`src/sv/first_fit_block_allocator_defines.svh`:
```
// Assertion macros used by the allocator datapath.
`ifndef FIRST_FIT_BLOCK_ALLOCATOR_DEFINES_SVH
`define FIRST_FIT_BLOCK_ALLOCATOR_DEFINES_SVH

// Condition that holds at every clock edge out of reset.
`define FFBA_ASSERT_ALWAYS(lbl, cond, msg) \
  lbl: assert property (@(posedge clk) disable iff (rst) (cond)) else $error(msg);

// Consequence that holds in the same cycle as the trigger.
`define FFBA_ASSERT_IMPLY(lbl, ante, cons, msg) \
  lbl: assert property (@(posedge clk) disable iff (rst) (ante) |-> (cons)) else $error(msg);

// Consequence that holds in the cycle after the trigger.
`define FFBA_ASSERT_NEXT(lbl, ante, cons, msg) \
  lbl: assert property (@(posedge clk) disable iff (rst) (ante) |=> (cons)) else $error(msg);

`endif

```
`src/sv/ffba_pkg.sv`:
```
// Shared constants, status codes and controller/datapath interface types.
`timescale 1ns / 1ps
package ffba_pkg;

  localparam int unsigned PoolBytesDef   = 4096;
  localparam int unsigned AllocHeaderDef = 16;
  localparam int unsigned FreeHeaderDef  = 16;
  localparam int unsigned MaxSegmentsDef = 256;

  localparam int unsigned ReqSizeW = 13;
  localparam int unsigned OffsetW  = 12;
  localparam int unsigned StatusW  = 2;

  localparam logic [StatusW-1:0] ST_OK      = 2'd0;
  localparam logic [StatusW-1:0] ST_NOMEM   = 2'd1;
  localparam logic [StatusW-1:0] ST_BADFREE = 2'd2;

  localparam logic REQ_ALLOC = 1'b0;
  localparam logic REQ_FREE  = 1'b1;

  // Commands from the controller to the datapath
  typedef struct packed {
    logic init;
    logic load;
    logic step;
    logic take;
    logic wr_alloc;
    logic su_rd;
    logic su_wr;
    logic wr_split;
    logic rd_right;
    logic take_right;
    logic wr_merge;
    logic sd_rd;
    logic sd_wr;
    logic sd_end;
    logic set_nomem;
    logic set_bad;
    logic emit;
  } dp_cmd_t;

  // Status from the datapath to the controller
  typedef struct packed {
    logic req_free;
    logic early_bad;
    logic idx_end;
    logic fit;
    logic match;
    logic rd_use;
    logic has_right;
    logic split;
    logic su_more;
    logic sd_more;
    logic out_free;
  } dp_sts_t;

endpackage

```
`src/sv/ffba_ctrl.sv`:
```
// Sequencer for scan, split, merge and table shifts.
`timescale 1ns / 1ps
module ffba_ctrl (
  input  logic             clk,
  input  logic             rst,
  input  logic             s_tvalid,
  output logic             s_tready,
  input  ffba_pkg::dp_sts_t sts,
  output ffba_pkg::dp_cmd_t cmd
);
  import ffba_pkg::*;

  typedef enum logic [14:0] {
    S_INIT    = 15'b000000000000001,
    S_IDLE    = 15'b000000000000010,
    S_RD      = 15'b000000000000100,
    S_CHK     = 15'b000000000001000,
    S_A_HIT   = 15'b000000000010000,
    S_SU_RD   = 15'b000000000100000,
    S_SU_WR   = 15'b000000001000000,
    S_SPLIT   = 15'b000000010000000,
    S_F_RD    = 15'b000000100000000,
    S_F_RIGHT = 15'b000001000000000,
    S_MERGE   = 15'b000010000000000,
    S_SD_RD   = 15'b000100000000000,
    S_SD_WR   = 15'b001000000000000,
    S_DONE    = 15'b010000000000000,
    S_SPARE   = 15'b100000000000000
  } state_t;

  state_t state, state_next;

  always_ff @(posedge clk) begin
    if (rst) begin
      state <= S_INIT;
    end else begin
      state <= state_next;
    end
  end

  // Next state and command decode
  always_comb begin
    state_next = state;
    cmd        = '0;
    s_tready   = (state == S_IDLE);
    unique case (state)
      S_INIT: begin
        cmd.init   = 1'b1;
        state_next = S_IDLE;
      end
      S_IDLE: begin
        if (s_tvalid) begin
          cmd.load   = 1'b1;
          state_next = S_RD;
        end
      end
      S_RD: begin
        if (sts.early_bad) begin
          cmd.set_bad = 1'b1;
          state_next  = S_DONE;
        end else if (sts.idx_end) begin
          if (sts.req_free) cmd.set_bad = 1'b1;
          else cmd.set_nomem = 1'b1;
          state_next = S_DONE;
        end else begin
          state_next = S_CHK;
        end
      end
      S_CHK: begin
        if (!sts.req_free) begin
          if (sts.fit) begin
            cmd.take   = 1'b1;
            state_next = S_A_HIT;
          end else begin
            cmd.step   = 1'b1;
            state_next = S_RD;
          end
        end else if (sts.match) begin
          if (!sts.rd_use) begin
            cmd.set_bad = 1'b1;
            state_next  = S_DONE;
          end else begin
            cmd.take   = 1'b1;
            state_next = sts.has_right ? S_F_RD : S_MERGE;
          end
        end else begin
          cmd.step   = 1'b1;
          state_next = S_RD;
        end
      end
      S_A_HIT: begin
        cmd.wr_alloc = 1'b1;
        state_next   = sts.split ? S_SU_RD : S_DONE;
      end
      S_SU_RD: begin
        if (sts.su_more) begin
          cmd.su_rd  = 1'b1;
          state_next = S_SU_WR;
        end else begin
          state_next = S_SPLIT;
        end
      end
      S_SU_WR: begin
        cmd.su_wr  = 1'b1;
        state_next = S_SU_RD;
      end
      S_SPLIT: begin
        cmd.wr_split = 1'b1;
        state_next   = S_DONE;
      end
      S_F_RD: begin
        cmd.rd_right = 1'b1;
        state_next   = S_F_RIGHT;
      end
      S_F_RIGHT: begin
        cmd.take_right = 1'b1;
        state_next     = S_MERGE;
      end
      S_MERGE: begin
        cmd.wr_merge = 1'b1;
        state_next   = S_SD_RD;
      end
      S_SD_RD: begin
        if (sts.sd_more) begin
          cmd.sd_rd  = 1'b1;
          state_next = S_SD_WR;
        end else begin
          cmd.sd_end = 1'b1;
          state_next = S_DONE;
        end
      end
      S_SD_WR: begin
        cmd.sd_wr  = 1'b1;
        state_next = S_SD_RD;
      end
      S_DONE: begin
        if (sts.out_free) begin
          cmd.emit   = 1'b1;
          state_next = S_IDLE;
        end
      end
      default: begin
        state_next = S_INIT;
      end
    endcase
  end

endmodule

```
`config.mk`:
```
export PLATFORM = sky130hd
export DESIGN_NAME = ffba_ctrl
export DESIGN_NICKNAME = d
export VERILOG_FILES = /design/src/sv/first_fit_block_allocator_defines.svh /design/src/sv/ffba_pkg.sv /design/src/sv/ffba_ctrl.sv
export SDC_FILE = /design/constraint.sdc
export NUM_CORES = 1
export LEC_CHECK = 0
export CAP_MARGIN = 20
export CORE_UTILIZATION = 39
export DETAILED_ROUTE_END_ITERATION = 6
export DONT_BUFFER_PORTS = 1
export PLACE_DENSITY_LB_ADDON = 0.05
export SLEW_MARGIN = 20
export SYNTH_ARGS = -nofsm -noshare
export SYNTH_HDL_FRONTEND = slang
export SYNTH_SLANG_ARGS = --single-unit
```
`constraint.sdc`:
```
create_clock -name clk -period 5.5 [get_ports clk]
set_input_delay 0.55 -clock clk [delete_from_list [all_inputs] [get_ports clk]]
set_output_delay 0.55 -clock clk [all_outputs]
set_load 0.02 [all_outputs]
```
# Word level (Yosys, flattened, before mapping)
# Index checks and enable logic that the tools add are counted.
[word_totals]
reg_bits = 15
in_bits = 14
output_inout_bits = 18
word_cells = 67
[classes]
eq_ne = 16
mux = 48
reduce_logical = 2
[op_table]
columns = ["op", "n"]
rows = [
  ["15-bit case mux with 13 select lines", 1],
  ["14-bit 2-to-1 mux", 5],
  ["15-bit 2-to-1 mux", 4],
  ["1-bit 2-to-1 mux", 31],
  ["15-bit by 1-bit == test with 1-bit output (second input constant)", 1],
  ["15-bit by 10-bit == test with 1-bit output (second input constant)", 1],
  ["15-bit by 11-bit == test with 1-bit output (second input constant)", 1],
  ["15-bit by 12-bit == test with 1-bit output (second input constant)", 1],
  ["15-bit by 13-bit == test with 1-bit output (second input constant)", 1],
  ["15-bit by 14-bit == test with 1-bit output (second input constant)", 1],
  ["15-bit by 2-bit == test with 1-bit output (second input constant)", 1],
  ["15-bit by 3-bit == test with 1-bit output (second input constant)", 1],
  ["15-bit by 4-bit == test with 1-bit output (second input constant)", 1],
  ["15-bit by 5-bit == test with 1-bit output (second input constant)", 1],
  ["15-bit by 6-bit == test with 1-bit output (second input constant)", 1],
  ["15-bit by 7-bit == test with 1-bit output (second input constant)", 1],
  ["15-bit by 8-bit == test with 1-bit output (second input constant)", 1],
  ["15-bit by 9-bit == test with 1-bit output (second input constant)", 1],
  ["11-bit 2-to-1 mux", 1],
  ["8-bit 2-to-1 mux", 1],
  ["2-bit 2-to-1 mux", 3],
  ["5-bit 2-to-1 mux", 1],
  ["2-bit inequality test (second input constant)", 2],
  ["1-bit case mux with 2 select lines", 1],
  ["2 further kinds", 2],
]

# Logic depth before layout (Yosys ltp)
[logic_depth]
word_depth = 5
depth_mapped = 6
depth_no_buf = 5

# Worst setup path before layout
# Ideal clock, no wire load.
[synth_path]
path_type = "register to output"
start = "register state[10]"
end = "output cmd[11] (netlist name)"
arrival_time_ns = 2.056
t_required_ns = 4.950
slack_ns = 2.894
stages_incl_launch_ff = 6
path_buffers = 0
cell_sequence = "dfxtp_1 nor4_4 nand2_2 or3_4 or4b_4 nor2_1"
[synth_lines]
columns = ["item", "line_no", "source"]
rows = [
  ["start: declaration", "ffba_ctrl.sv:31", "state_t state, state_next;"],
  ["start signal: assignment", "ffba_ctrl.sv:37", "state <= state_next;"],
  ["end: declaration", "ffba_ctrl.sv:9", "output ffba_pkg::dp_cmd_t cmd"],
]

==> impl_metrics.yaml <==
route:
  drt.antenna.violating_nets: 0
  via_per_inst: 5.95
  post_drt_wl_per_cell_um: 15.3
  route.detailed.drc: 0
  routed_wl_um: 2330
  first_pass_iters: 4
  num_vias: 904
  drt_iter0_markers: 19
clock_tree:
  cts_resized: 0
  postCtsSetupBuffers: 0
  clockBufferDepth: 2
  cts_htree_levels: 1
  cts_hold_buf: 0
  clock_latency_ns: 0.28
  clkSinkCount: 14
  clk_pin_slew_worst_paths_ns: 0.09
  cts_tree: "built"
  cts_buffers: 3
  cts_root_buffer: "clkbuf_4"
logic_synthesis:
  ys_seq_area_share_pct: 29.3
  yosysUniqueCellTypes: 30
  synth_fa_ha_area_share_pct: 0
  yosysWarnings: 0
  synth_top_family_by_area: "simple AND/OR/NAND/NOR gates"
  synth_compound_area_share_pct: 10.7
  synth.area.mux_share_pct: 0
  netlist_instances: 127
  synth_seq_cells: 14
  synth_top_cell_by_area: "dfxtp_1"
  syn_avg_cell_area_um2: 7.54
  synth_top_area_share_pct: 29.3
  synth_area_leaders: "dfxtp_1 29%, nor2_1 6.7%, xor2_1 5.5%"
  syn_area_um2: 957
  synth-simple-area-share_pct: 49.8
  synthXorXnorAreaFrac_pct: 5.49
  synth_nets: 141
global_route:
  grt_pass1_vias: 881
  grt_pass1_wl_um: 3800
  antenna_found_initial: 0
  grt_remaining_overflow: 0
  grt_max_degree: 12
  grt_usage_pct: 19.4
setup_path:
  critPathKind: "flop to primary output"
  cp-start-kind: "flop"
  critPathSlowestCell: "or4b_4"
  end_kind: "primary output"
  crit_chain: "nor4_4 -> nand2_2 -> or3_4 -> or4b_4 -> nor2_1"
  cp_max_fo: 7
  crit_family: "simple AND/OR/NAND/NOR gates"
  slowest_delay_ns: 0.52
  crit_required_ns: 4.95
  arrival_ns: 2.54
  path_buf_inv: 0
power_and_ir_drop:
  peakVddDrop_v: 0.000122
  p_switching_mw: 0.0601
  p_total_mw: 0.215
  seqPwrFrac_pct: 51.2
  power_switching_share_pct: 27.9
  pwr-share-clk_pct: 34.8
  p_leak_nw: 0.391
  p_int_mw: 0.155
  p_comb_share_pct: 14.0
  p_per_area_nw_per_um2: 215
floorplanning:
  dieArea_um2: 2660
  pin_count: 32
  initial_core_util_pct: 42.5
  core_um2: 2250
  fp.dieH_um: 51.5
  num_rows: 17
  fp.dieW_um: 51.5
cells_and_area:
  drive_gt1_share_pct: 8.87
  largest_register_ffs: 14
  n_antenna_cell: 0
  reg_top3: "state: 14 flops"
  layout.nets: 139
  areaGrowthSynthToFinish_pct: 4.71
  fin_cells: 152
  fill_cells: 245
  top_register: "state"
timing:
  relSlewSlack_pct: 34.2
  tns_ns: 0
  period_share_pct: 56.2
  worst_slew_pin_slew_ns: 0.974
  final-setup-viol-count: 0
  fin_ws_ns: 2.41
  rsz0062_at_grt: "no"
  fin_crit_ns: 3.09
  max_freq_mhz: 323
  slew_viol_final: 0
  skew_ns: 0.00437
  hold_viol_final: 0
placed_design:
  numPlacedInstances: 148
  portBuffers: 0
  place.gp.congestion: 0.875
  pre_cts_slack_ns: 2.73
  dp_hpwl_um: 1820
min_path:
  hp-class: "input pin to flop"
outcome:
  outcome: "finished, final reports clean"
run:
  drv_cap: 0
-- worst register-to-register path: cells and delay by family (launching register included) --
kind / cells / cell delay, ns
AND/OR/NAND/NOR: 4 / 1.77
flip-flops: 1 / 0.43
AO/OA/AOI/OAI: 1 / 0.14
-- placed cells by master, fill, tap and decap left out, drive strengths merged --
cell     Yosys  layout
nor2        17      17
xor2         6       6
inv          5       5
o32ai        1       1
a21oi        6       6
o2111ai      2       2
nor3        12      12
o21ai        3       3
o41ai        1       1
nor2b        1       1
nor3b        6       6
nand2       11      11
or4b         1       1
dfxtp       14      14
nor4         8       8
o21a         3       3
or3          2       2
nand3        5       5
and2         3       3
and3         1       1
nor4b        5       5
nand4        4       4
nand2b       1       1
and4b        2       2
clkbuf       7       4
-- Yosys cell counts --
library cell / instances
nor4_4: 1
inv_1: 5
nor3_1: 10
and3_1: 1
o32ai_1: 1
nor2b_1: 1
nor4_1: 6
and2_1: 3
nor3b_1: 6
nand4_1: 4
o41ai_1: 1
o21a_1: 3
nand3_1: 5
clkbuf_1: 7
nor4b_1: 5
and4b_1: 2
nand2b_1: 1
nor3_2: 2
or3_1: 1
nor2_1: 17
nor4_2: 1
or3_4: 1
a21oi_1: 6
dfxtp_1: 14
xor2_1: 6
nand2_1: 10
or4b_4: 1
o2111ai_1: 2
o21ai_0: 3
nand2_2: 1
-- power by group through the flow --
| stage | combinational (mW) | clock, mW | sequential (mW) |
|---|---|---|---|
| 2_1_floorplan | 0.0308 | 0 | 0.107 |
| 3_3_place_gp | 0.0299 | 0 | 0.113 |
| 3_5_place_dp | 0.0301 | 0 | 0.112 |
| 4_1_cts | 0.0302 | 0.0771 | 0.110 |
| 5_1_grt | 0.0338 | 0.0823 | 0.111 |
| 6_report | 0.0301 | 0.0750 | 0.110 |
-- routing by layer --
layer  up-vias  share of wire [%]  global-route usage, %
met5         -                  0                      0
li1        461                  -                      -
met1       405                 44                   22.9
met4         0                1.1                   7.66
met2        34                 48                   32.9
met3         4                6.3                   5.26
-- cell type report --
type	instances	area, um2	area share (%)
inverter	5	18.8	1.87
tap	28	35.0	3.50
multi-input combinational	101	632	63.0
clock buffer	4	36.3	3.62
sequential	14	280	28.0
-- kinds of logic (layout without fill, tap and decap cells) --
family / Yosys count / count (layout)
AOI/OAI and AO/OA: 16 / 16
buffers and inverters: 12 / 9
DFF: 14 / 14
xor gates and xnor gates: 6 / 6
and+or+nand+nor: 79 / 79
-- per-stage QoR --
stage / cell area (um2) / hold slack (ns) / utilization [%]
floorplan: 957 / 0.558 / -
global placement: 966 / 0.602 / 42.8
detailed placement: 966 / 0.610 / 42.8
CTS: 1000 / 0.312 / 44.5
global route: 1000 / 0.305 / 44.5
finish: 1000 / 0.317 / 44.5
-- final timing paths --
kind	startpoint	end	slack [ns]	cells after the start
max	state[10]	cmd[11]	2.41	5
min	sts[2]	state[7]	0.32	1
max reg2reg	state[6]	state[2]	3.12	5
min reg2reg	state[11]	state[12]	0.62	2
(Power assumes the default switching activity.)
